### config.mk
export PLATFORM = sky130hd
export DESIGN_NAME = sha1_stream_hasher
export DESIGN_NICKNAME = d
export VERILOG_FILES = /design/src/rtl/core/sha1s_pkg.sv /design/src/rtl/core/sha1s_sched.sv /design/src/rtl/core/sha1s_round.sv /design/src/rtl/core/sha1_stream_hasher.sv
export VERILOG_INCLUDE_DIRS = /design/src /design/src/rtl/core
export SDC_FILE = /design/constraint.sdc
export NUM_CORES = 2
export LEC_CHECK = 0
export BUFFER_PORTS_ARGS = -buffer_cell sky130_fd_sc_hd__buf_2
export CAP_MARGIN = 10
export CORE_UTILIZATION = 50
export CTS_CLUSTER_DIAMETER = 100
export DETAILED_ROUTE_END_ITERATION = 8
export GPL_TIMING_DRIVEN = 0
export PLACE_DENSITY = 0.64
export RECOVER_POWER = 100
export SLEW_MARGIN = 10
export SYNTH_ARGS = -nofsm -noshare
export SYNTH_HDL_FRONTEND = slang
export SYNTH_HIERARCHICAL = 1
export SYNTH_SLANG_ARGS = --single-unit
### constraint.sdc
create_clock -name clk -period 127.1 [get_ports clk]
set_input_delay 25.42 -clock clk [delete_from_list [all_inputs] [get_ports clk]]
set_output_delay 25.42 -clock clk [all_outputs]
set_load 0.05 [all_outputs]
### src/rtl/core/sha1_stream_hasher_defines.svh
// ---------------------------------------------------------------------------
// SHA-1 stream hasher assertion macros
// Shared property shorthands for the hasher's concurrent checks.
// ---------------------------------------------------------------------------
`ifndef SHA1_STREAM_HASHER_DEFINES_SVH
`define SHA1_STREAM_HASHER_DEFINES_SVH

// Same-cycle implication under synchronous active-low reset
`define SHA1S_ASSERT_IMP(lbl, clk, rst_n, ante, cons, msg) \
  lbl: assert property (@(posedge clk) disable iff (!rst_n) (ante) |-> (cons)) \
    else $error(msg);

// Next-cycle implication under synchronous active-low reset
`define SHA1S_ASSERT_NXT(lbl, clk, rst_n, ante, cons, msg) \
  lbl: assert property (@(posedge clk) disable iff (!rst_n) (ante) |=> (cons)) \
    else $error(msg);

`endif

### src/rtl/core/sha1s_pkg.sv
// ---------------------------------------------------------------------------
// SHA-1 stream hasher package
// Constants, round functions and control structs shared by the hasher.
// ---------------------------------------------------------------------------
`timescale 1ns / 1ps

package sha1s_pkg;

  localparam int unsigned WORD_W  = 32;
  localparam int unsigned NWORDS  = 5;
  localparam int unsigned BLOCK_W = 512;
  localparam int unsigned ROUNDS  = 80;

  localparam logic [WORD_W-1:0] IV0 = 32'h67452301;
  localparam logic [WORD_W-1:0] IV1 = 32'hEFCDAB89;
  localparam logic [WORD_W-1:0] IV2 = 32'h98BADCFE;
  localparam logic [WORD_W-1:0] IV3 = 32'h10325476;
  localparam logic [WORD_W-1:0] IV4 = 32'hC3D2E1F0;

  localparam logic [WORD_W-1:0] K0 = 32'h5A827999;
  localparam logic [WORD_W-1:0] K1 = 32'h6ED9EBA1;
  localparam logic [WORD_W-1:0] K2 = 32'h8F1BBCDC;
  localparam logic [WORD_W-1:0] K3 = 32'hCA62C1D6;

  localparam logic [7:0] PAD_MARK = 8'h80;

  // Request from the sequencer to the round engine
  typedef struct packed {
    logic start;  // load working words, begin 80 rounds
    logic init;   // restore chaining words to the initial values
  } core_ctl_t;

  // Status from the round engine
  typedef struct packed {
    logic busy;   // rounds or fold in progress
    logic adv;    // schedule advances this cycle
    logic done;   // chaining words update at this edge
  } core_sts_t;

  function automatic logic [WORD_W-1:0] rotl(input logic [WORD_W-1:0] x,
                                             input int unsigned n);
    rotl = (x << n) | (x >> (WORD_W - n));
  endfunction

endpackage

### src/rtl/core/sha1s_sched.sv
// ---------------------------------------------------------------------------
// SHA-1 message schedule
// Sixteen-word shift window: load a block, then shift one expanded word per round.
// ---------------------------------------------------------------------------
`timescale 1ns / 1ps

module sha1s_sched (
  input  logic                            clk,
  input  logic                            load_i,
  input  logic                            adv_i,
  input  logic [sha1s_pkg::BLOCK_W-1:0]   block_i,
  output logic [sha1s_pkg::WORD_W-1:0]    w_o
);

  logic [15:0][sha1s_pkg::WORD_W-1:0] win_r;
  logic [sha1s_pkg::WORD_W-1:0]       new_w;

  assign new_w = sha1s_pkg::rotl(win_r[13] ^ win_r[8] ^ win_r[2] ^ win_r[0], 1);
  assign w_o   = win_r[0];

  always_ff @(posedge clk) begin
    if (load_i) begin
      for (int i = 0; i < 16; i++) begin
        win_r[i] <= block_i[sha1s_pkg::BLOCK_W-1-32*i -: 32];
      end
    end else if (adv_i) begin
      for (int i = 0; i < 15; i++) begin
        win_r[i] <= win_r[i+1];
      end
      win_r[15] <= new_w;
    end
  end

endmodule

### src/rtl/core/sha1s_round.sv
// ---------------------------------------------------------------------------
// SHA-1 round engine
// One shared round adder, stepped 80 times per block, then folded into H.
// ---------------------------------------------------------------------------
`timescale 1ns / 1ps
`include "sha1_stream_hasher_defines.svh"

module sha1s_round (
  input  logic                                         clk,
  input  logic                                         rst_n,
  input  sha1s_pkg::core_ctl_t                         ctl_i,
  input  logic [sha1s_pkg::WORD_W-1:0]                 w_i,
  output sha1s_pkg::core_sts_t                         sts_o,
  output logic [sha1s_pkg::NWORDS-1:0][sha1s_pkg::WORD_W-1:0] h_o
);

  localparam logic [1:0] C_IDLE = 2'd0;
  localparam logic [1:0] C_RUN  = 2'd1;
  localparam logic [1:0] C_FOLD = 2'd2;

  logic [1:0] st_r, st_nxt;
  logic [6:0] rnd_r, rnd_nxt;
  logic [sha1s_pkg::NWORDS-1:0][sha1s_pkg::WORD_W-1:0] h_r, h_nxt;
  logic [sha1s_pkg::NWORDS-1:0][sha1s_pkg::WORD_W-1:0] wk_r, wk_nxt;
  logic [sha1s_pkg::WORD_W-1:0] f, k, t;

  // Round function and constant by quarter
  always_comb begin
    if (rnd_r inside {[7'd0:7'd19]}) begin
      f = (wk_r[1] & wk_r[2]) | (~wk_r[1] & wk_r[3]);
      k = sha1s_pkg::K0;
    end else if (rnd_r inside {[7'd20:7'd39]}) begin
      f = wk_r[1] ^ wk_r[2] ^ wk_r[3];
      k = sha1s_pkg::K1;
    end else if (rnd_r inside {[7'd40:7'd59]}) begin
      f = (wk_r[1] & wk_r[2]) | (wk_r[1] & wk_r[3]) | (wk_r[2] & wk_r[3]);
      k = sha1s_pkg::K2;
    end else begin
      f = wk_r[1] ^ wk_r[2] ^ wk_r[3];
      k = sha1s_pkg::K3;
    end
    t = sha1s_pkg::rotl(wk_r[0], 5) + f + wk_r[4] + k + w_i;
  end

  always_comb begin
    st_nxt  = st_r;
    rnd_nxt = rnd_r;
    h_nxt   = h_r;
    wk_nxt  = wk_r;
    case (st_r)
      C_IDLE: begin
        if (ctl_i.init) begin
          h_nxt = {sha1s_pkg::IV4, sha1s_pkg::IV3, sha1s_pkg::IV2,
                   sha1s_pkg::IV1, sha1s_pkg::IV0};
        end
        if (ctl_i.start) begin
          wk_nxt  = h_r;
          rnd_nxt = '0;
          st_nxt  = C_RUN;
        end
      end
      C_RUN: begin
        wk_nxt[4] = wk_r[3];
        wk_nxt[3] = wk_r[2];
        wk_nxt[2] = sha1s_pkg::rotl(wk_r[1], 30);
        wk_nxt[1] = wk_r[0];
        wk_nxt[0] = t;
        if (rnd_r == 7'(sha1s_pkg::ROUNDS - 1)) begin
          rnd_nxt = '0;
          st_nxt  = C_FOLD;
        end else begin
          rnd_nxt = rnd_r + 7'd1;
        end
      end
      C_FOLD: begin
        for (int i = 0; i < sha1s_pkg::NWORDS; i++) begin
          h_nxt[i] = h_r[i] + wk_r[i];
        end
        st_nxt = C_IDLE;
      end
      default: begin
        st_nxt = C_IDLE;
      end
    endcase
  end

  always_ff @(posedge clk) begin
    if (!rst_n) begin
      st_r  <= C_IDLE;
      rnd_r <= '0;
      h_r   <= {sha1s_pkg::IV4, sha1s_pkg::IV3, sha1s_pkg::IV2,
                sha1s_pkg::IV1, sha1s_pkg::IV0};
    end else begin
      st_r  <= st_nxt;
      rnd_r <= rnd_nxt;
      h_r   <= h_nxt;
    end
  end

  always_ff @(posedge clk) begin
    wk_r <= wk_nxt;
  end

  assign sts_o.busy = (st_r != C_IDLE);
  assign sts_o.adv  = (st_r == C_RUN);
  assign sts_o.done = (st_r == C_FOLD);
  assign h_o        = h_r;

  `SHA1S_ASSERT_IMP(a_rnd_range, clk, rst_n, st_r == C_RUN, rnd_r < 7'(sha1s_pkg::ROUNDS), "round index out of range")
  `SHA1S_ASSERT_NXT(a_fold_after_last, clk, rst_n, st_r == C_RUN && rnd_r == 7'(sha1s_pkg::ROUNDS - 1), st_r == C_FOLD, "fold did not follow the last round")

endmodule

### src/rtl/core/sha1_stream_hasher.sv
// ---------------------------------------------------------------------------
// SHA-1 stream hasher
// Byte-stream SHA-1: packs bytes into 512-bit blocks, pads, emits the digest.
// ---------------------------------------------------------------------------
//  Channel  Dir   tdata                 tuser           tlast
//  in_      in    [7:0] data_byte       byte_present    end_of_message
//  out_     out   [31:0] digest_word    -               word_last
//
//  The 64th byte of a block starts a compression (load, 80 rounds through the
//  one round adder, fold), during which in_tready stays low. An end item pads
//  one byte per cycle, pausing while each full padded block is compressed (one
//  compression, or two when the length does not fit), then loads five digest words.
//  Reset (rst_n low, synchronous) restores the initial chaining words and clears
//  the byte count. A stalled out_ side holds the current word; the next item
//  is accepted while the last digest word still waits.
// ---------------------------------------------------------------------------
`timescale 1ns / 1ps
`include "sha1_stream_hasher_defines.svh"

module sha1_stream_hasher (
  input  logic        clk,
  input  logic        rst_n,
  input  logic        in_tvalid,
  output logic        in_tready,
  input  logic [7:0]  in_tdata,   // [7:0] data_byte
  input  logic        in_tuser,   // byte_present
  input  logic        in_tlast,   // end_of_message
  output logic        out_tvalid,
  input  logic        out_tready,
  output logic [31:0] out_tdata,  // [31:0] digest_word
  output logic        out_tlast   // word_last
);

  localparam logic [2:0] ST_IDLE = 3'd0;
  localparam logic [2:0] ST_PAD  = 3'd1;
  localparam logic [2:0] ST_LOAD = 3'd2;
  localparam logic [2:0] ST_WAIT = 3'd3;
  localparam logic [2:0] ST_OUT  = 3'd4;

  logic [2:0]  state_r, state_nxt;
  logic [5:0]  fill_r, fill_nxt;        // bytes in the current block
  logic [63:0] len_r, len_nxt;          // message length in bits
  logic [sha1s_pkg::BLOCK_W-1:0] block_r, block_nxt;
  logic        pad_r, pad_nxt;          // end seen, padding owed
  logic        mark_r, mark_nxt;        // 0x80 marker placed
  logic        lenok_r, lenok_nxt;      // this block carries the length
  logic        final_r, final_nxt;      // block in flight is the last
  logic [2:0]  idx_r, idx_nxt;          // digest word to load
  logic        out_valid_r, out_valid_nxt;
  logic [31:0] out_data_r, out_data_nxt;
  logic        out_last_r, out_last_nxt;

  logic        put_en;
  logic [7:0]  put_byte;
  logic [7:0]  len_byte;
  sha1s_pkg::core_ctl_t ctl;
  sha1s_pkg::core_sts_t sts;
  logic [31:0] sched_w;
  logic [sha1s_pkg::NWORDS-1:0][31:0] h;

  assign in_tready = (state_r == ST_IDLE);

  // Length byte for block positions 56..63, most significant first
  assign len_byte = 8'(len_r >> {~fill_r[2:0], 3'b000});

  always_comb begin
    state_nxt     = state_r;
    fill_nxt      = fill_r;
    len_nxt       = len_r;
    block_nxt     = block_r;
    pad_nxt       = pad_r;
    mark_nxt      = mark_r;
    lenok_nxt     = lenok_r;
    final_nxt     = final_r;
    idx_nxt       = idx_r;
    out_valid_nxt = out_valid_r;
    out_data_nxt  = out_data_r;
    out_last_nxt  = out_last_r;
    put_en        = 1'b0;
    put_byte      = '0;
    ctl           = '0;

    // drop the held word once taken
    if (out_valid_r && out_tready) begin
      out_valid_nxt = 1'b0;
    end

    case (state_r)
      ST_IDLE: begin
        if (in_tvalid) begin
          if (in_tuser) begin
            put_en   = 1'b1;
            put_byte = in_tdata;
            len_nxt  = len_r + 64'd8;
          end
          if (in_tlast) begin
            pad_nxt = 1'b1;
          end
          if (in_tuser && fill_r == 6'd63) begin
            state_nxt = ST_LOAD;
          end else if (in_tlast) begin
            state_nxt = ST_PAD;
          end
        end
      end
      ST_PAD: begin
        put_en   = 1'b1;
        mark_nxt = 1'b1;
        if (!mark_r) begin
          put_byte  = sha1s_pkg::PAD_MARK;
          lenok_nxt = (fill_r < 6'd56);
        end else if (lenok_r && fill_r >= 6'd56) begin
          put_byte = len_byte;
        end else begin
          put_byte = 8'h00;
        end
        if (fill_r == 6'd63) begin
          final_nxt = mark_r & lenok_r;
          state_nxt = ST_LOAD;
        end
      end
      ST_LOAD: begin
        ctl.start = 1'b1;
        state_nxt = ST_WAIT;
      end
      ST_WAIT: begin
        if (sts.done) begin
          if (final_r) begin
            idx_nxt   = '0;
            state_nxt = ST_OUT;
          end else if (pad_r) begin
            // a marker already placed means the length goes in this next block
            lenok_nxt = mark_r;
            state_nxt = ST_PAD;
          end else begin
            state_nxt = ST_IDLE;
          end
        end
      end
      ST_OUT: begin
        if (!out_valid_r || out_tready) begin
          out_valid_nxt = 1'b1;
          out_data_nxt  = h[idx_r];
          out_last_nxt  = (idx_r == 3'(sha1s_pkg::NWORDS - 1));
          idx_nxt       = idx_r + 3'd1;
          if (idx_r == 3'(sha1s_pkg::NWORDS - 1)) begin
            // restart for the next message
            ctl.init  = 1'b1;
            len_nxt   = '0;
            pad_nxt   = 1'b0;
            mark_nxt  = 1'b0;
            lenok_nxt = 1'b0;
            final_nxt = 1'b0;
            idx_nxt   = '0;
            state_nxt = ST_IDLE;
          end
        end
      end
      default: begin
        state_nxt = ST_IDLE;
      end
    endcase

    // advance the block shift register by one byte
    if (put_en) begin
      block_nxt = {block_r[sha1s_pkg::BLOCK_W-9:0], put_byte};
      fill_nxt  = fill_r + 6'd1;
    end
  end

  always_ff @(posedge clk) begin
    if (!rst_n) begin
      state_r     <= ST_IDLE;
      fill_r      <= '0;
      len_r       <= '0;
      pad_r       <= 1'b0;
      mark_r      <= 1'b0;
      lenok_r     <= 1'b0;
      final_r     <= 1'b0;
      idx_r       <= '0;
      out_valid_r <= 1'b0;
    end else begin
      state_r     <= state_nxt;
      fill_r      <= fill_nxt;
      len_r       <= len_nxt;
      pad_r       <= pad_nxt;
      mark_r      <= mark_nxt;
      lenok_r     <= lenok_nxt;
      final_r     <= final_nxt;
      idx_r       <= idx_nxt;
      out_valid_r <= out_valid_nxt;
    end
  end

  always_ff @(posedge clk) begin
    block_r    <= block_nxt;
    out_data_r <= out_data_nxt;
    out_last_r <= out_last_nxt;
  end

  sha1s_sched u_sched (
    .clk     (clk),
    .load_i  (ctl.start),
    .adv_i   (sts.adv),
    .block_i (block_r),
    .w_o     (sched_w)
  );

  sha1s_round u_round (
    .clk   (clk),
    .rst_n (rst_n),
    .ctl_i (ctl),
    .w_i   (sched_w),
    .sts_o (sts),
    .h_o   (h)
  );

  assign out_tvalid = out_valid_r;
  assign out_tdata  = out_data_r;
  assign out_tlast  = out_last_r;

  `SHA1S_ASSERT_IMP(a_done_in_wait, clk, rst_n, sts.done, state_r == ST_WAIT, "compression finished outside wait")
  `SHA1S_ASSERT_IMP(a_start_idle_core, clk, rst_n, ctl.start, !sts.busy, "compression started while engine busy")
  `SHA1S_ASSERT_IMP(a_last_word_left_out, clk, rst_n, out_tvalid && out_tlast, state_r != ST_OUT || idx_r == 3'd0, "still loading digest after last word")
  `SHA1S_ASSERT_IMP(a_out_block_empty, clk, rst_n, state_r == ST_OUT, fill_r == 6'd0, "digest loaded with bytes pending")

endmodule
==> summary.md <==
| Metric | Value |
|---|---|
| Die X-Extent | 378 um |
| # rows | 137 |
| Startpoint Class | input pin |
| Hold depth | 0 |
| Nature of the critical path endpoint | register |
| # IOs | 49 |
| Total global-route track usage | 27.9% |
| DRT iter0 DRCs | 4,290 |
| Htree depth | 4 |
| WS Path Type | input pin to register |
| Reg2Reg Depth | 10 |
| Crit path DAT | 31,480 ps |
| Cts hold-fix bufs | 0 |
| Routed wire per std cell | 25.9 um |
| Clk_lat worst skew | 800 ps |
| Drt pass-1 iters | 6 |
| CTS buffer count | 154 |
| Vias per inst | 5.81 |
| First-pass GRT wire length | 290 mm |
| Vias in the first global route | 43,769 |
| Failing checks | capacitance limit, slew limit |
| Post-synthesis cell area | 0.0708 sq mm |
| CTS root buffer | clkbuf_16 |
| Worst-Margin Slew | 5700 ps |
| Area growth, synth to finish | 9.98% |
| Fin nets | 6,042 |
| GP Congestion | 0.969 |
| Core area | 0.140 sq mm |
| Max-cap viol count | 14 |
| Global route overflow | 0 |
| Starting density of the core | 50.6% |
| Fin. max-slew vios | 714 |
| Resize count post-CTS | 0 |
| Rel. slew slack | -280% |
| Layout cells sized above 1 | 12.4% |
| DRC errors left | 0 |
| Yosys warns | 6 |
| Status | finished with violations |
| Avg Cell Area, Syn | 13.0 sq um |
| Hold Crit Class | register to register |
| CTS sink count | 1,464 |
| VDD IR-drop max | 0.0124 mV |
| RSZ-0062 raised after global routing | false |
| Vias | 44,805 |
| CTS tree | done |
| Final wirelength | 200 mm |
| Clock Skew | 53.2 ps |
| Post-Route Setup TNS | 0 ps |
| Setup bufs post-CTS | 0 |
| Die Span Y | 378 um |
| CP required | 127,510 ps |
| DP HPWL | 149 mm |
| Period utilization | 24.4% |
| Largest net degree at the start of global routing | 90 |
| CTS max path bufs | 3 |
| Crit path max fanout | 12 |
| Min Tclk post-route | 31,060 ps |
| Final setup viols | 0 |
| Full die area | 0.143 sq mm |
| PortBufs | 48 |
| Final hold violation count | 0 |
| Mapped Cells | 5,433 |
| Initial antenna violation count | 4 |
| Lkg Pwr | 27.9 nW |
| Clk slew on worst S/H paths | 60 ps |
| Fmax | 32.2 MHz |
| PD cells | 16.7 mW/mm^2 |
| ANT nets after route | 0 |
| Synthesized net count | 5,771 |
| Finished Core Util | 55.6% |
layout by cell type (no fill, tap or decap), types with 40 or more instances in the layout:
cell	n
dfxtp_1	247
mux2_2	360
a21o_1	81
xnor2_1	191
o22ai_1	59
mux2_1	117
nor2_1	184
mux2i_1	43
fa_1	125
nor3_1	44
clkbuf_1	326
o21ai_0	285
nand2b_1	40
ha_1	199
nand2_1	582
clkbuf_16	154
a22oi_1	43
nand3_1	61
a21oi_1	218
mux4_2	45
nand4_1	43
xor2_1	82
edfxtp_1	1217
inv_1	364
o31ai_1	43
nor2b_1	74
final timing paths:
kind,startpoint,endpoint,slack (ps)
max,in_tvalid,block_r[330],96040
min,block_r[37],block_r[45],400
max reg2reg,state_r[1],u_sched/win_r[288],114220
min reg2reg,block_r[37],block_r[45],400
critical path: stages:
cell and delay (ps):
clkbuf_1 190, a21oi_1 100, nor3_1 710, clkbuf_1 420, clkbuf_1 370, clkbuf_1 520, clkbuf_1 450, clkbuf_1 530
clkbuf_1 420, clkbuf_1 550, clkbuf_1 570, clkbuf_1 580, clkbuf_1 620
state kept, by name, indices dropped and copies added (netlist names):
name and count:
mark_r 1, out_tlast 1, out_tdata 32, fill_r 6, u_sched/w_o 32, u_round/wk_r 160
idx_r 3, lenok_r 1, u_round/st_r 2, out_tvalid 1, len_r 61, u_sched/win_r 480
pad_r 1, u_round/rnd_r 7, block_r 512, u_round/h_o 160, state_r 3, final_r 1
routing by layer:
metal | part of all wire (%) | wire length (um) | global-route usage [%] | vias to the layer above
met3 | 6.7 | 13400 | 4.02 | 361
met5 | 0 | 0 | 0 | -
met1 | 41 | 81100 | 36.5 | 22293
li1 | - | - | - | 20394
met4 | 4.9 | 9850 | 12.7 | 0
met2 | 48 | 95300 | 46.0 | 1757
area by class of cell:
class	instances	area, sq um
clock inverter	97	1020
fill	11793	62100
multi-input combinational	3358	26100
buffer	242	1050
antenna	1	2.50
tap	1876	2350
timing repair buffer	115	453
inverter	369	1390
clock buffer	187	4020
sequential	1464	41500
where the power goes:
| group | switching [mW] | internal (mW) | leakage (nW) |
|---|---|---|---|
| Clock | 0.199 | 0.251 | 2.42 |
| Sequential | 0.0293 | 0.600 | 13.3 |
| Combinational | 0.140 | 0.0839 | 12.2 |
| Total | 0.369 | 0.935 | 27.9 |
through the flow:
stage | hold slack, ps | power, mW | cells | setup WS [ps] | area (sq um)
6_report | 399 | 1.30 | 7709 | 96040 | 77900
5_1_grt | 425 | 1.35 | 7708 | 95570 | 77900
4_1_cts | 405 | 1.32 | 7707 | 99260 | 79300
3_5_place_dp | 427 | 0.870 | 7423 | 98440 | 74200
3_3_place_gp | 422 | 0.919 | 7357 | 43810 | 73400
2_1_floorplan | 420 | 0.827 | 5433 | 63170 | 70800
(Power assumes the default switching activity.)
